--- config.mk ---
export PLATFORM = sky130hd
export DESIGN_NAME = client_session_table_unit
export DESIGN_NICKNAME = d
export VERILOG_FILES = /design/src/cst_pkg.sv /design/src/cst_ctrl.sv /design/src/cst_datapath.sv /design/src/client_session_table_unit.sv
export SDC_FILE = /design/constraint.sdc
export NUM_CORES = 2
export LEC_CHECK = 0
export BUFFER_PORTS_ARGS = -buffer_cell sky130_fd_sc_hd__buf_2
export CAP_MARGIN = 20
export CORE_MARGIN = 2
export CORE_UTILIZATION = 39
export DETAILED_ROUTE_END_ITERATION = 8
export GPL_TIMING_DRIVEN = 0
export PLACE_DENSITY = 0.61
export SYNTH_ARGS = -nofsm -noshare
export SYNTH_HDL_FRONTEND = slang
export SYNTH_SLANG_ARGS = --single-unit
--- constraint.sdc ---
create_clock -name clk -period 22.7 [get_ports clk]
set_clock_uncertainty 0.1 [all_clocks]
set_input_delay 1.135 -clock clk [delete_from_list [all_inputs] [get_ports clk]]
set_output_delay 1.135 -clock clk [all_outputs]
set_load 0.05 [all_outputs]
--- src/cst_pkg.sv ---
// Shared constants, codes and handshake structs for the client session table.
package cst_pkg;

    localparam int TABLE_ENTRIES = 16;
    localparam int KEY_CHARS     = 8;

    localparam int IDX_W   = (TABLE_ENTRIES > 1) ? $clog2(TABLE_ENTRIES) : 1;
    localparam int COUNT_W = $clog2(TABLE_ENTRIES + 1);

    localparam int MODE_W    = 2;
    localparam int KEY_W     = 64;
    localparam int KIND_W    = 3;
    localparam int HANDLE_W  = 16;
    localparam int ADDR_W    = 32;
    localparam int PORT_W    = 16;
    localparam int TIME_W    = 48;
    localparam int STATUS_W  = 2;
    localparam int SLOT_W    = 4;
    localparam int CLIENTS_W = 5;

    typedef enum logic [MODE_W-1:0] {
        MODE_UPDATE = 2'd0,
        MODE_REMOVE = 2'd1,
        MODE_LOOKUP = 2'd2,
        MODE_CLEAR  = 2'd3
    } mode_t;

    typedef enum logic [STATUS_W-1:0] {
        ST_OK      = 2'd0,
        ST_FULL    = 2'd1,
        ST_UNKNOWN = 2'd2
    } status_t;

    typedef enum logic [1:0] {
        S_IDLE,
        S_SCAN,
        S_FINISH
    } state_t;

    typedef struct packed {
        logic load;
        logic step;
        logic commit;
    } dp_cmd_t;

    typedef struct packed {
        logic scan_last;
    } dp_stat_t;

endpackage

--- src/cst_ctrl.sv ---
// Sequencer for the client session table: accept, scan, commit, output handshake.
module cst_ctrl
    import cst_pkg::*;
(
    input  logic     clk,
    input  logic     rst_n,
    input  logic     in_valid,
    output logic     in_ready,
    output logic     out_valid,
    input  logic     out_ready,
    output dp_cmd_t  cmd,
    input  dp_stat_t stat
);

    state_t state_reg;
    state_t state_next;
    logic   out_valid_reg;
    logic   out_valid_next;

    always_ff @(posedge clk or negedge rst_n)
    begin
        if (!rst_n)
        begin
            state_reg     <= S_IDLE;
            out_valid_reg <= 1'b0;
        end
        else
        begin
            state_reg     <= state_next;
            out_valid_reg <= out_valid_next;
        end
    end

    always_comb
    begin
        state_next     = state_reg;
        cmd            = '0;
        in_ready       = 1'b0;
        out_valid_next = out_valid_reg && !out_ready;
        unique case (state_reg)
            S_IDLE:
            begin
                in_ready = 1'b1;
                if (in_valid)
                begin
                    cmd.load   = 1'b1;
                    state_next = S_SCAN;
                end
            end
            S_SCAN:
            begin
                cmd.step = 1'b1;
                if (stat.scan_last)
                begin
                    state_next = S_FINISH;
                end
            end
            S_FINISH:
            begin
                // result register must be empty or emptying this cycle
                if (!out_valid_reg || out_ready)
                begin
                    cmd.commit     = 1'b1;
                    out_valid_next = 1'b1;
                    state_next     = S_IDLE;
                end
            end
            default:
            begin
                state_next = S_IDLE;
            end
        endcase
    end

    assign out_valid = out_valid_reg;

endmodule

--- src/cst_datapath.sv ---
// Table storage, key folding, slot scan and result registers.
module cst_datapath
    import cst_pkg::*;
(
    input  logic                 clk,
    input  logic                 rst_n,
    input  dp_cmd_t              cmd,
    output dp_stat_t             stat,
    input  logic [MODE_W-1:0]    mode,
    input  logic [KEY_W-1:0]     key_text,
    input  logic [KIND_W-1:0]    link_kind,
    input  logic [HANDLE_W-1:0]  link_handle,
    input  logic [ADDR_W-1:0]    net_address,
    input  logic [PORT_W-1:0]    net_port,
    input  logic [TIME_W-1:0]    now_time,
    output logic [STATUS_W-1:0]  status,
    output logic [SLOT_W-1:0]    slot_index,
    output logic [CLIENTS_W-1:0] client_count,
    output logic [KIND_W-1:0]    found_kind,
    output logic [HANDLE_W-1:0]  found_handle,
    output logic [ADDR_W-1:0]    found_address,
    output logic [PORT_W-1:0]    found_port,
    output logic [TIME_W-1:0]    found_time
);

    // Name ends at first zero byte; lower-case letters folded up.
    function automatic logic [KEY_W-1:0] fold_key(input logic [KEY_W-1:0] raw);
        logic [KEY_W-1:0] res;
        logic             ended;
        logic [7:0]       c;
        res   = '0;
        ended = 1'b0;
        for (int i = 0; i < KEY_CHARS; i++)
        begin
            c = raw[8*i +: 8];
            if (c == 8'h00)
            begin
                ended = 1'b1;
            end
            if (!ended)
            begin
                if (c >= 8'h61 && c <= 8'h7A)
                begin
                    c = c - 8'h20;
                end
                res[8*i +: 8] = c;
            end
        end
        return res;
    endfunction

    // command latch
    mode_t               mode_reg;
    logic [KEY_W-1:0]    key_reg;
    logic [KIND_W-1:0]   kind_reg;
    logic [HANDLE_W-1:0] handle_reg;
    logic [ADDR_W-1:0]   addr_reg;
    logic [PORT_W-1:0]   port_reg;
    logic [TIME_W-1:0]   time_reg;

    // table; only kind carries occupancy and needs clearing
    logic [KIND_W-1:0]   entry_kind_reg    [TABLE_ENTRIES];
    logic [KEY_W-1:0]    entry_key_reg     [TABLE_ENTRIES];
    logic [HANDLE_W-1:0] entry_handle_reg  [TABLE_ENTRIES];
    logic [ADDR_W-1:0]   entry_address_reg [TABLE_ENTRIES];
    logic [PORT_W-1:0]   entry_port_reg    [TABLE_ENTRIES];
    logic [TIME_W-1:0]   entry_time_reg    [TABLE_ENTRIES];
    logic [COUNT_W-1:0]  count_reg;

    // scan state
    logic [IDX_W-1:0]    idx_reg;
    logic                hit_reg;
    logic [IDX_W-1:0]    hit_idx_reg;
    logic                free_reg;
    logic [IDX_W-1:0]    free_idx_reg;
    logic [KIND_W-1:0]   hit_kind_reg;
    logic [HANDLE_W-1:0] hit_handle_reg;
    logic [ADDR_W-1:0]   hit_addr_reg;
    logic [PORT_W-1:0]   hit_port_reg;
    logic [TIME_W-1:0]   hit_time_reg;

    // result registers
    status_t             status_reg;
    logic [IDX_W-1:0]    slot_reg;
    logic [KIND_W-1:0]   res_kind_reg;
    logic [HANDLE_W-1:0] res_handle_reg;
    logic [ADDR_W-1:0]   res_addr_reg;
    logic [PORT_W-1:0]   res_port_reg;
    logic [TIME_W-1:0]   res_time_reg;

    logic                entry_hit;
    logic                entry_free;

    logic                wr_fields;
    logic                wr_key;
    logic                rm_entry;
    logic                clr_all;
    logic                found_en;
    logic [IDX_W-1:0]    wr_idx;
    logic [COUNT_W-1:0]  count_next;
    status_t             status_next;
    logic [IDX_W-1:0]    slot_next;

    assign entry_free = (entry_kind_reg[idx_reg] == '0);
    assign entry_hit  = !entry_free && (entry_key_reg[idx_reg] == key_reg);
    assign stat.scan_last = (idx_reg == IDX_W'(TABLE_ENTRIES - 1));

    always_ff @(posedge clk)
    begin
        if (cmd.load)
        begin
            mode_reg   <= mode_t'(mode);
            key_reg    <= fold_key(key_text);
            kind_reg   <= link_kind;
            handle_reg <= link_handle;
            addr_reg   <= net_address;
            port_reg   <= net_port;
            time_reg   <= now_time;
        end
        if (cmd.step)
        begin
            if (entry_hit && !hit_reg)
            begin
                hit_idx_reg    <= idx_reg;
                hit_kind_reg   <= entry_kind_reg[idx_reg];
                hit_handle_reg <= entry_handle_reg[idx_reg];
                hit_addr_reg   <= entry_address_reg[idx_reg];
                hit_port_reg   <= entry_port_reg[idx_reg];
                hit_time_reg   <= entry_time_reg[idx_reg];
            end
            if (entry_free && !free_reg)
            begin
                free_idx_reg <= idx_reg;
            end
        end
        if (cmd.commit)
        begin
            status_reg     <= status_next;
            slot_reg       <= slot_next;
            res_kind_reg   <= found_en ? hit_kind_reg   : '0;
            res_handle_reg <= found_en ? hit_handle_reg : '0;
            res_addr_reg   <= found_en ? hit_addr_reg   : '0;
            res_port_reg   <= found_en ? hit_port_reg   : '0;
            res_time_reg   <= found_en ? hit_time_reg   : '0;
            if (wr_fields)
            begin
                entry_handle_reg[wr_idx]  <= handle_reg;
                entry_address_reg[wr_idx] <= addr_reg;
                entry_port_reg[wr_idx]    <= port_reg;
                entry_time_reg[wr_idx]    <= time_reg;
            end
            if (wr_key)
            begin
                entry_key_reg[wr_idx] <= key_reg;
            end
        end
    end

    always_ff @(posedge clk or negedge rst_n)
    begin
        if (!rst_n)
        begin
            idx_reg   <= '0;
            hit_reg   <= 1'b0;
            free_reg  <= 1'b0;
            count_reg <= '0;
            for (int i = 0; i < TABLE_ENTRIES; i++)
            begin
                entry_kind_reg[i] <= '0;
            end
        end
        else
        begin
            if (cmd.load)
            begin
                idx_reg  <= '0;
                hit_reg  <= 1'b0;
                free_reg <= 1'b0;
            end
            else if (cmd.step)
            begin
                idx_reg <= idx_reg + 1'b1;
                if (entry_hit)
                begin
                    hit_reg <= 1'b1;
                end
                if (entry_free)
                begin
                    free_reg <= 1'b1;
                end
            end
            if (cmd.commit)
            begin
                count_reg <= count_next;
                if (clr_all)
                begin
                    for (int i = 0; i < TABLE_ENTRIES; i++)
                    begin
                        entry_kind_reg[i] <= '0;
                    end
                end
                else if (rm_entry)
                begin
                    entry_kind_reg[hit_idx_reg] <= '0;
                end
                else if (wr_fields)
                begin
                    entry_kind_reg[wr_idx] <= kind_reg;
                end
            end
        end
    end

    // commit decision from the scan outcome
    always_comb
    begin
        wr_fields   = 1'b0;
        wr_key      = 1'b0;
        rm_entry    = 1'b0;
        clr_all     = 1'b0;
        found_en    = 1'b0;
        wr_idx      = hit_idx_reg;
        count_next  = count_reg;
        status_next = ST_OK;
        slot_next   = '0;
        unique case (mode_reg)
            MODE_UPDATE:
            begin
                if (kind_reg == '0)
                begin
                    status_next = ST_UNKNOWN;
                end
                else if (hit_reg)
                begin
                    wr_fields = 1'b1;
                    slot_next = hit_idx_reg;
                end
                else if (count_reg < COUNT_W'(TABLE_ENTRIES) && free_reg)
                begin
                    wr_fields  = 1'b1;
                    wr_key     = 1'b1;
                    wr_idx     = free_idx_reg;
                    slot_next  = free_idx_reg;
                    count_next = count_reg + 1'b1;
                end
                else
                begin
                    status_next = ST_FULL;
                end
            end
            MODE_REMOVE:
            begin
                if (count_reg != '0)
                begin
                    if (hit_reg)
                    begin
                        rm_entry   = 1'b1;
                        slot_next  = hit_idx_reg;
                        count_next = count_reg - 1'b1;
                    end
                    else
                    begin
                        status_next = ST_UNKNOWN;
                    end
                end
            end
            MODE_LOOKUP:
            begin
                if (count_reg != '0 && hit_reg)
                begin
                    found_en  = 1'b1;
                    slot_next = hit_idx_reg;
                end
                else
                begin
                    status_next = ST_UNKNOWN;
                end
            end
            MODE_CLEAR:
            begin
                clr_all    = 1'b1;
                count_next = '0;
            end
            default:
            begin
                status_next = ST_OK;
            end
        endcase
    end

    assign status        = status_reg;
    assign slot_index    = SLOT_W'(slot_reg);
    assign client_count  = CLIENTS_W'(count_reg);
    assign found_kind    = res_kind_reg;
    assign found_handle  = res_handle_reg;
    assign found_address = res_addr_reg;
    assign found_port    = res_port_reg;
    assign found_time    = res_time_reg;

endmodule

--- src/client_session_table_unit.sv ---
// Top level of the client session table: controller plus table datapath.
//
// Usage: a command transfer on the input channel (in_valid/in_ready) carries
// mode, key_text and the link fields; one result transfer follows on the
// output channel (out_valid/out_ready) with status, slot_index, client_count
// and, for a lookup, the stored fields of the matching slot.
// Sequence: the accepting edge latches and folds the key, then the scan
// checks one table slot per cycle over all TABLE_ENTRIES = 16 slots, then the
// commit writes the table and loads the result register, raising out_valid.
// A new command is not taken while one is in flight; the next command is
// taken the cycle after commit.
// A result left waiting in the output register does not block the next
// command; only its commit waits until the result register has been taken.
// Reset: every slot is free, the count is zero, out_valid is low and in_ready
// is high.
// Clear empties the table in the commit cycle; no sweep is needed since
// occupancy lives in per-slot flops.
module client_session_table_unit
    import cst_pkg::*;
(
    input  logic                 clk,
    input  logic                 rst_n,
    input  logic                 in_valid,
    output logic                 in_ready,
    input  logic [MODE_W-1:0]    mode,
    input  logic [KEY_W-1:0]     key_text,
    input  logic [KIND_W-1:0]    link_kind,
    input  logic [HANDLE_W-1:0]  link_handle,
    input  logic [ADDR_W-1:0]    net_address,
    input  logic [PORT_W-1:0]    net_port,
    input  logic [TIME_W-1:0]    now_time,
    output logic                 out_valid,
    input  logic                 out_ready,
    output logic [STATUS_W-1:0]  status,
    output logic [SLOT_W-1:0]    slot_index,
    output logic [CLIENTS_W-1:0] client_count,
    output logic [KIND_W-1:0]    found_kind,
    output logic [HANDLE_W-1:0]  found_handle,
    output logic [ADDR_W-1:0]    found_address,
    output logic [PORT_W-1:0]    found_port,
    output logic [TIME_W-1:0]    found_time
);

    dp_cmd_t  cmd;
    dp_stat_t stat;

    // sequencer: load on input transfer, scan, commit when output is free
    cst_ctrl u_ctrl (
        .clk       (clk),
        .rst_n     (rst_n),
        .in_valid  (in_valid),
        .in_ready  (in_ready),
        .out_valid (out_valid),
        .out_ready (out_ready),
        .cmd       (cmd),
        .stat      (stat)
    );

    // table, key fold, first-hit / first-free scan and result registers
    cst_datapath u_datapath (
        .clk           (clk),
        .rst_n         (rst_n),
        .cmd           (cmd),
        .stat          (stat),
        .mode          (mode),
        .key_text      (key_text),
        .link_kind     (link_kind),
        .link_handle   (link_handle),
        .net_address   (net_address),
        .net_port      (net_port),
        .now_time      (now_time),
        .status        (status),
        .slot_index    (slot_index),
        .client_count  (client_count),
        .found_kind    (found_kind),
        .found_handle  (found_handle),
        .found_address (found_address),
        .found_port    (found_port),
        .found_time    (found_time)
    );

endmodule
# --- After elaboration in Yosys (flattened, before gate mapping) ---
# Memories as Yosys holds them, arrays and structs flattened. A register that Yosys moved wholly into a read port is not among the register bits.
# Cells that the tools add are included.
op_classes:
  n_reduce_logical: 47
  bitwise_logic: 5
  add_sub_neg: 11
  muxes: 98
  n_eq_ne: 15
  order_cmp: 22
ops:
  columns: ["operator", "count"]
  rows:
  - ["2-to-1 mux 48 bit", 3]
  - ["== test 64 bit", 1]
  - ["greater-or-equal comparator 8 x 7 -> 1 bit, second input constant", 8]
  - ["less-or-equal comparator 8 x 7 -> 1 bit, second input constant", 8]
  - ["zero test 8 bit", 8]
  - ["2-to-1 mux 8 bit", 8]
  - ["subtractor 8 x 6 -> 8 bit, second input constant", 8]
  - ["2-to-1 mux 1 bit", 50]
  - ["AND 48 bit", 1]
  - ["bitwise mux 48 bit", 1]
  - ["2-to-1 mux 4 bit", 12]
  - ["inverter 48 bit", 1]
  - ["2-to-1 mux 5 bit", 5]
  - ["demux 3 bit (select 4 bit)", 2]
  - ["logical AND 1 bit", 16]
  - ["2-to-1 mux 2 bit", 8]
  - ["greater-or-equal comparator 5 bit, second input constant", 3]
  - ["inverter 4 -> 5 bit", 3]
  - ["one-hot mux 5 bit (3 select lines)", 1]
  - ["binary-select mux 3 bit (select 4 bit)", 1]
  - ["2-to-1 mux 3 bit", 4]
  - ["one-hot mux 2 bit (3 select lines)", 2]
  - ["one-hot mux 4 bit (3 select lines)", 1]
  - ["< comparator 5 x 1 -> 1 bit, second input constant", 2]
  - ["other kinds (19)", 41]
word_totals:
  input_bits: 185
  word_cells: 249
  mem_count: 5
  out_inout_bits: 128
  mem_bits_rw: 2816
  register_bits: 375
memory_table:
  columns: ["name", "depth", "word_bits", "rd", "rd_clocked_by_memory_dff", "write_ports", "line_no", "rtl"]
  rows:
  - ["u_datapath.entry_key_reg", 16, 64, 1, 0, 1, "cst_datapath.sv:63", "logic [KEY_W-1:0] entry_key_reg [TABLE_ENTRIES];"]
  - ["u_datapath.entry_time_reg", 16, 48, 1, 1, 1, "cst_datapath.sv:67", "logic [TIME_W-1:0] entry_time_reg [TABLE_ENTRIES];"]
  - ["u_datapath.entry_address_reg", 16, 32, 1, 1, 1, "cst_datapath.sv:65", "logic [ADDR_W-1:0] entry_address_reg [TABLE_ENTRIES];"]
  - ["u_datapath.entry_handle_reg", 16, 16, 1, 1, 1, "cst_datapath.sv:64", "logic [HANDLE_W-1:0] entry_handle_reg [TABLE_ENTRIES];"]
  - ["u_datapath.entry_port_reg", 16, 16, 1, 1, 1, "cst_datapath.sv:66", "logic [PORT_W-1:0] entry_port_reg [TABLE_ENTRIES];"]

# --- Depth between registers and ports, before layout ---
logic_depth:
  depth_word: 17
  depth_mapped: 15
  ltp_nobuf: 9

# --- Cells and area by module ---
# Synthesis repeated with hierarchy kept, for this count alone.
hier_totals:
  cells_unflattened: 5500
  hier_area_um2: 125877.0
by_module_without_submodules:
  columns: ["mod", "seq_area_each_um2", "area_per_inst_um2", "cells_per_inst", "instances"]
  rows:
  - ["cst_datapath", 98799.8, 125718.1, 5486, 1]
  - ["cst_ctrl", 75.1, 158.9, 14, 1]

# --- Least setup slack after synthesis ---
# No wires, ideal clock.
synth_timing:
  kind: "input-to-reg"
  startpoint: "in out_ready"
  endpoint: "reg u_datapath.entry_kind_reg[6] in the netlist's numbering"
  t_required_ns: 22.473
  setup_slack_ns: 11.246
  setup_time_ns: 0.127
  path_stages: 6
  n_path_buf: 0
  arrival_time_ns: 11.227
  path_cell_list: "nand2b_1 nand2b_1 a211o_1 nor3_1 o21ai_0 a22o_1"
synth_between:
  elab_chain_len: 4
synth_lines:
  columns: ["item", "line_no", "rtl"]
  rows:
  - ["start: declaration", "client_session_table_unit.sv:33", "input logic out_ready,"]
  - ["logical OR 1 bit", "cst_ctrl.sv:61", "if (!out_valid_reg || out_ready)"]
  - ["2-to-1 mux 1 bit", "cst_ctrl.sv:61", null]
  - ["2-to-1 mux 1 bit", "cst_ctrl.sv:40", "unique case (state_reg)"]
  - ["AND reduction 2 bit (no line)", null, null]
  - ["end signal: indexed assignment", "cst_datapath.sv:208", "entry_kind_reg[wr_idx] <= kind_reg;"]
  - ["end: declaration", "cst_datapath.sv:62", "logic [KIND_W-1:0] entry_kind_reg [TABLE_ENTRIES];"]
# No other way between the ends.
# A chain may end at the register's enable or synchronous reset.

# --- Worst setup path in the final report ---
layout_timing:
  startpoint: "reg u_datapath.idx_reg[2]"
  endpoint: "reg u_datapath.hit_addr_reg[29] (read register of u_datapath.entry_address_reg), enable pin"
layout_between:
  elab_chain_len: 9
  word_cells_on_any_way: 11
  classes_between: "eq/ne (1); mux (3); bitwise (1); reduce/logical (5); memory (1)"
layout_lines:
  columns: ["item", "line_no", "rtl"]
  rows:
  - ["start: declaration", "cst_datapath.sv:71", "logic [IDX_W-1:0] idx_reg;"]
  - ["start signal: assignment", "cst_datapath.sv:182", "idx_reg <= idx_reg + 1'b1;"]
  - ["parallel branches: the longest is 9 deep, another holds memory (16 x 64 bit)", null, null]
  - ["end: declaration", "cst_datapath.sv:78", "logic [ADDR_W-1:0] hit_addr_reg;"]
# Several ways; the timed one is not identified. The select of a mux whose other input is x is not followed.

==> run summary <==
Worst skew pair latency -> 0.94 ns
Number of enable flip-flop cells after synthesis -> 3,241
Final WL -> 350,000 um
Fmax -> 132 MHz
Most common cell after layout, fill and taps aside -> edfxtp_1
GRT Residual Overflow -> 0
Register-to-Register Path Depth -> 15
Max-Cap Viols -> 0
Tot GR Track Use -> 21.2%
Largest fanout on the critical path -> 20
Ys async rst share -> 1.88%
Max IR drop VDD -> 0.0000964 V
Num CTS Buffers -> 344
Avg Inst Size Synth -> 22.8 sq um
Port bufs -> 312
FF+latch count, synth -> 3,303
Total number of vias -> 62,471
Synth Net Count -> 5,694
Post-Synthesis Cells -> 5,496
Launching point of the worst reg2reg path -> u_datapath.idx_reg[2]$_DFFE_PN0P_
Routed len/inst -> 31.7 um
Worst-Margin Slew -> 1.20 ns
Post-CTS Setup Inserts -> 0
Dpl hpwl -> 232,000 um
Share of cells above drive strength 1 -> 30.7%
Sink Count -> 3,303
# rows -> 208
1st-pass router iterations -> 5
CP cell instances -> buf_2, buf_4, buf_2, buf_2, buf_2, clkbuf_1, nand2_1, o21ai_0, nand4_1, nor4_1, nand4_1, nor2_4, buf_12, buf_12, buf_12
Yosys warning total -> 0
Filler instances -> 26,576
Max reg flops -> 1,024
Pleak -> 47.6 nW
Status -> finished clean
Main flop type after synthesis -> edfxtp_1
Initial antenna violation count -> 46
Pin count of the biggest net entering global routing -> 54
Slowest cell on the critical path -> clkbuf_1
First-pass GRT wire length -> 486,000 um
Worst setup path category -> register to register
Syn-to-layout area delta -> 18.1%
Post-DRT Antenna Nets -> 0
Initial Utilization -> 39.1%
R2R Setup Slk -> 15.15 ns
Chip width -> 571 um
CTS Buffer Depth -> 4
Final setup violation count -> 0
Die area -> 0.326 sq mm
CTS tree -> built
CP most frequent cell -> buf_2
CTS clock-pin slew for the worst setup and hold paths -> 0.06 ns
Drt drc -> 0
Worst r2r dst -> u_datapath.hit_addr_reg[29]$_DFFE_PP_
Resized Gates After CTS -> 0
Pwr Density -> 115 mW/mm^2
Storage element area -> 0.0989 sq mm
Gpl congestion -> 0.884
CP arrival -> 8.07 ns
Final period util -> 33.3%
Post-CTS Hold Buffers -> 0
Fin Setup TNS -> 0 ns
Final core utilization -> 46.2%
Root Driver -> clkbuf_16
Min Tclk post-route -> 7.55 ns
Nets@finish -> 6,633
Die Ht -> 571 um
HP Class -> input port to async pin
Synth Cell Area -> 0.125 sq mm
Most frequent cells in the layout -> edfxtp_1 (3,241), mux4_2 (741), buf_2 (392)
Area of the multi-input gates -> 0.0253 sq mm
Worst path max stage delay -> 0.89 ns
H-tree levels -> 5
Core ar. -> 0.321 sq mm
Startpoint Class -> register
Vias in the first global route -> 62,945
I/O pin cnt -> 313
Via density -> 5.67
Relative slew margins -> 20.1%
Fin. Hold Viols -> 0
Iter 0 DRT Violations -> 8,578
Critical Path RT -> 23.22 ns
Seq/Total Area, Yosys -> 78.8%
Unique masters post-synth -> 73
CP Capture Type -> register
Unrepaired setup endpoints after global routing -> no
Fin. max-slew vios -> 0
-- cells by family after synthesis --
group	after synthesis	synth area share [%]
AOI/OAI and AO/OA	319	1.79
xor gates and xnor gates	85	0.593
adders and majority gates	13	0.136
buffers and inverters	295	1.21
DFF	3303	78.8
muxes	964	15.3
and+or+nand+nor	517	2.18
-- metal layers --
metal / share of wire (%) / vias to the layer above / wire length [um] / track usage [%]
met3: 8.5 / 594 / 29900 / 3.73
met1: 40 / 33596 / 139000 / 29.0
li1: - / 25073 / - / -
met4: 3.4 / 8 / 11700 / 6.68
met2: 48 / 3200 / 169000 / 34.6
met5: 0.014 / - / 48 / 0
-- per-stage QoR --
step	hold WS, ns	area, sq um	power, mW	instances	setup WS, ns
after floorplan	0.337	125000	9.96	5496	11.25
after global placement	0.367	132000	11.5	10113	-3.37
after global routing	0.158	148000	17.5	11016	15.11
final	0.128	148000	17.0	11020	15.15
after detailed placement	0.376	137000	11.6	10389	15.27
after CTS	0.0843	148000	17.1	11010	15.31
-- power breakdown --
part | total, mW | internal [mW] | switching [mW]
sequential | 7.21 | 6.98 | 0.224
clock | 5.53 | 3.18 | 2.35
combinational | 4.27 | 1.84 | 2.42
-- critical path, delay by kind of cell (launching register included) --
family                 cells  cell delay (ns)
buffers and inverters      9             3.75
DFF                        1             0.43
and+or+nand+nor            5             2.59
AOI/OAI and AO/OA          1             0.29
-- cells in the mapped netlist, drive strengths merged, types with 26 or more instances --
cell | instances | share of area [%]
a21oi | 36 | 0.14
a221oi | 26 | 0.19
a22o | 39 | 0.27
a22oi | 47 | 0.28
and2 | 155 | 0.77
buf | 144 | 0.76
clkbuf | 118 | 0.35
dfrtp | 62 | 1.2
edfxtp | 3241 | 78
inv | 33 | 0.099
mux2 | 46 | 0.41
mux2i | 165 | 1.3
mux4 | 753 | 14
nand2 | 105 | 0.31
nor2 | 84 | 0.25
nor3 | 37 | 0.15
o21ai | 57 | 0.23
o22ai | 37 | 0.18
xnor2 | 48 | 0.34
xor2 | 37 | 0.26
-- worst max-delay path by stage --
stage	slack, ns	end	depth (start not counted)	start
finish	15.15	u_datapath.hit_addr_reg[29]$_DFFE_PP_	15	u_datapath.idx_reg[2]$_DFFE_PN0P_
global route	15.11	u_datapath.hit_addr_reg[25]$_DFFE_PP_	15	u_datapath.idx_reg[2]$_DFFE_PN0P_
CTS	15.31	u_datapath.hit_addr_reg[29]$_DFFE_PP_	15	u_datapath.idx_reg[2]$_DFFE_PN0P_
detailed placement	15.27	u_datapath.hit_addr_reg[25]$_DFFE_PP_	15	u_datapath.idx_reg[2]$_DFFE_PN0P_
global placement	-3.37	u_datapath.entry_kind_reg[6]$_DFFE_PN0P_	7	out_ready
floorplan	11.25	u_datapath.entry_kind_reg[6]$_DFFE_PN0P_	6	out_ready
-- layout make-up --
class | count | area share [%]
Antenna cell | 5 | 0.00845
Buffer | 262 | 0.946
Clock buffer | 403 | 6.12
Clock inverter | 218 | 1.29
Inverter | 33 | 0.0870
Multi-Input combinational cell | 1898 | 17.1
Sequential cell | 3303 | 66.7
Tap cell | 4305 | 3.64
Timing Repair Buffer | 593 | 4.07
(Power assumes the default switching activity.)
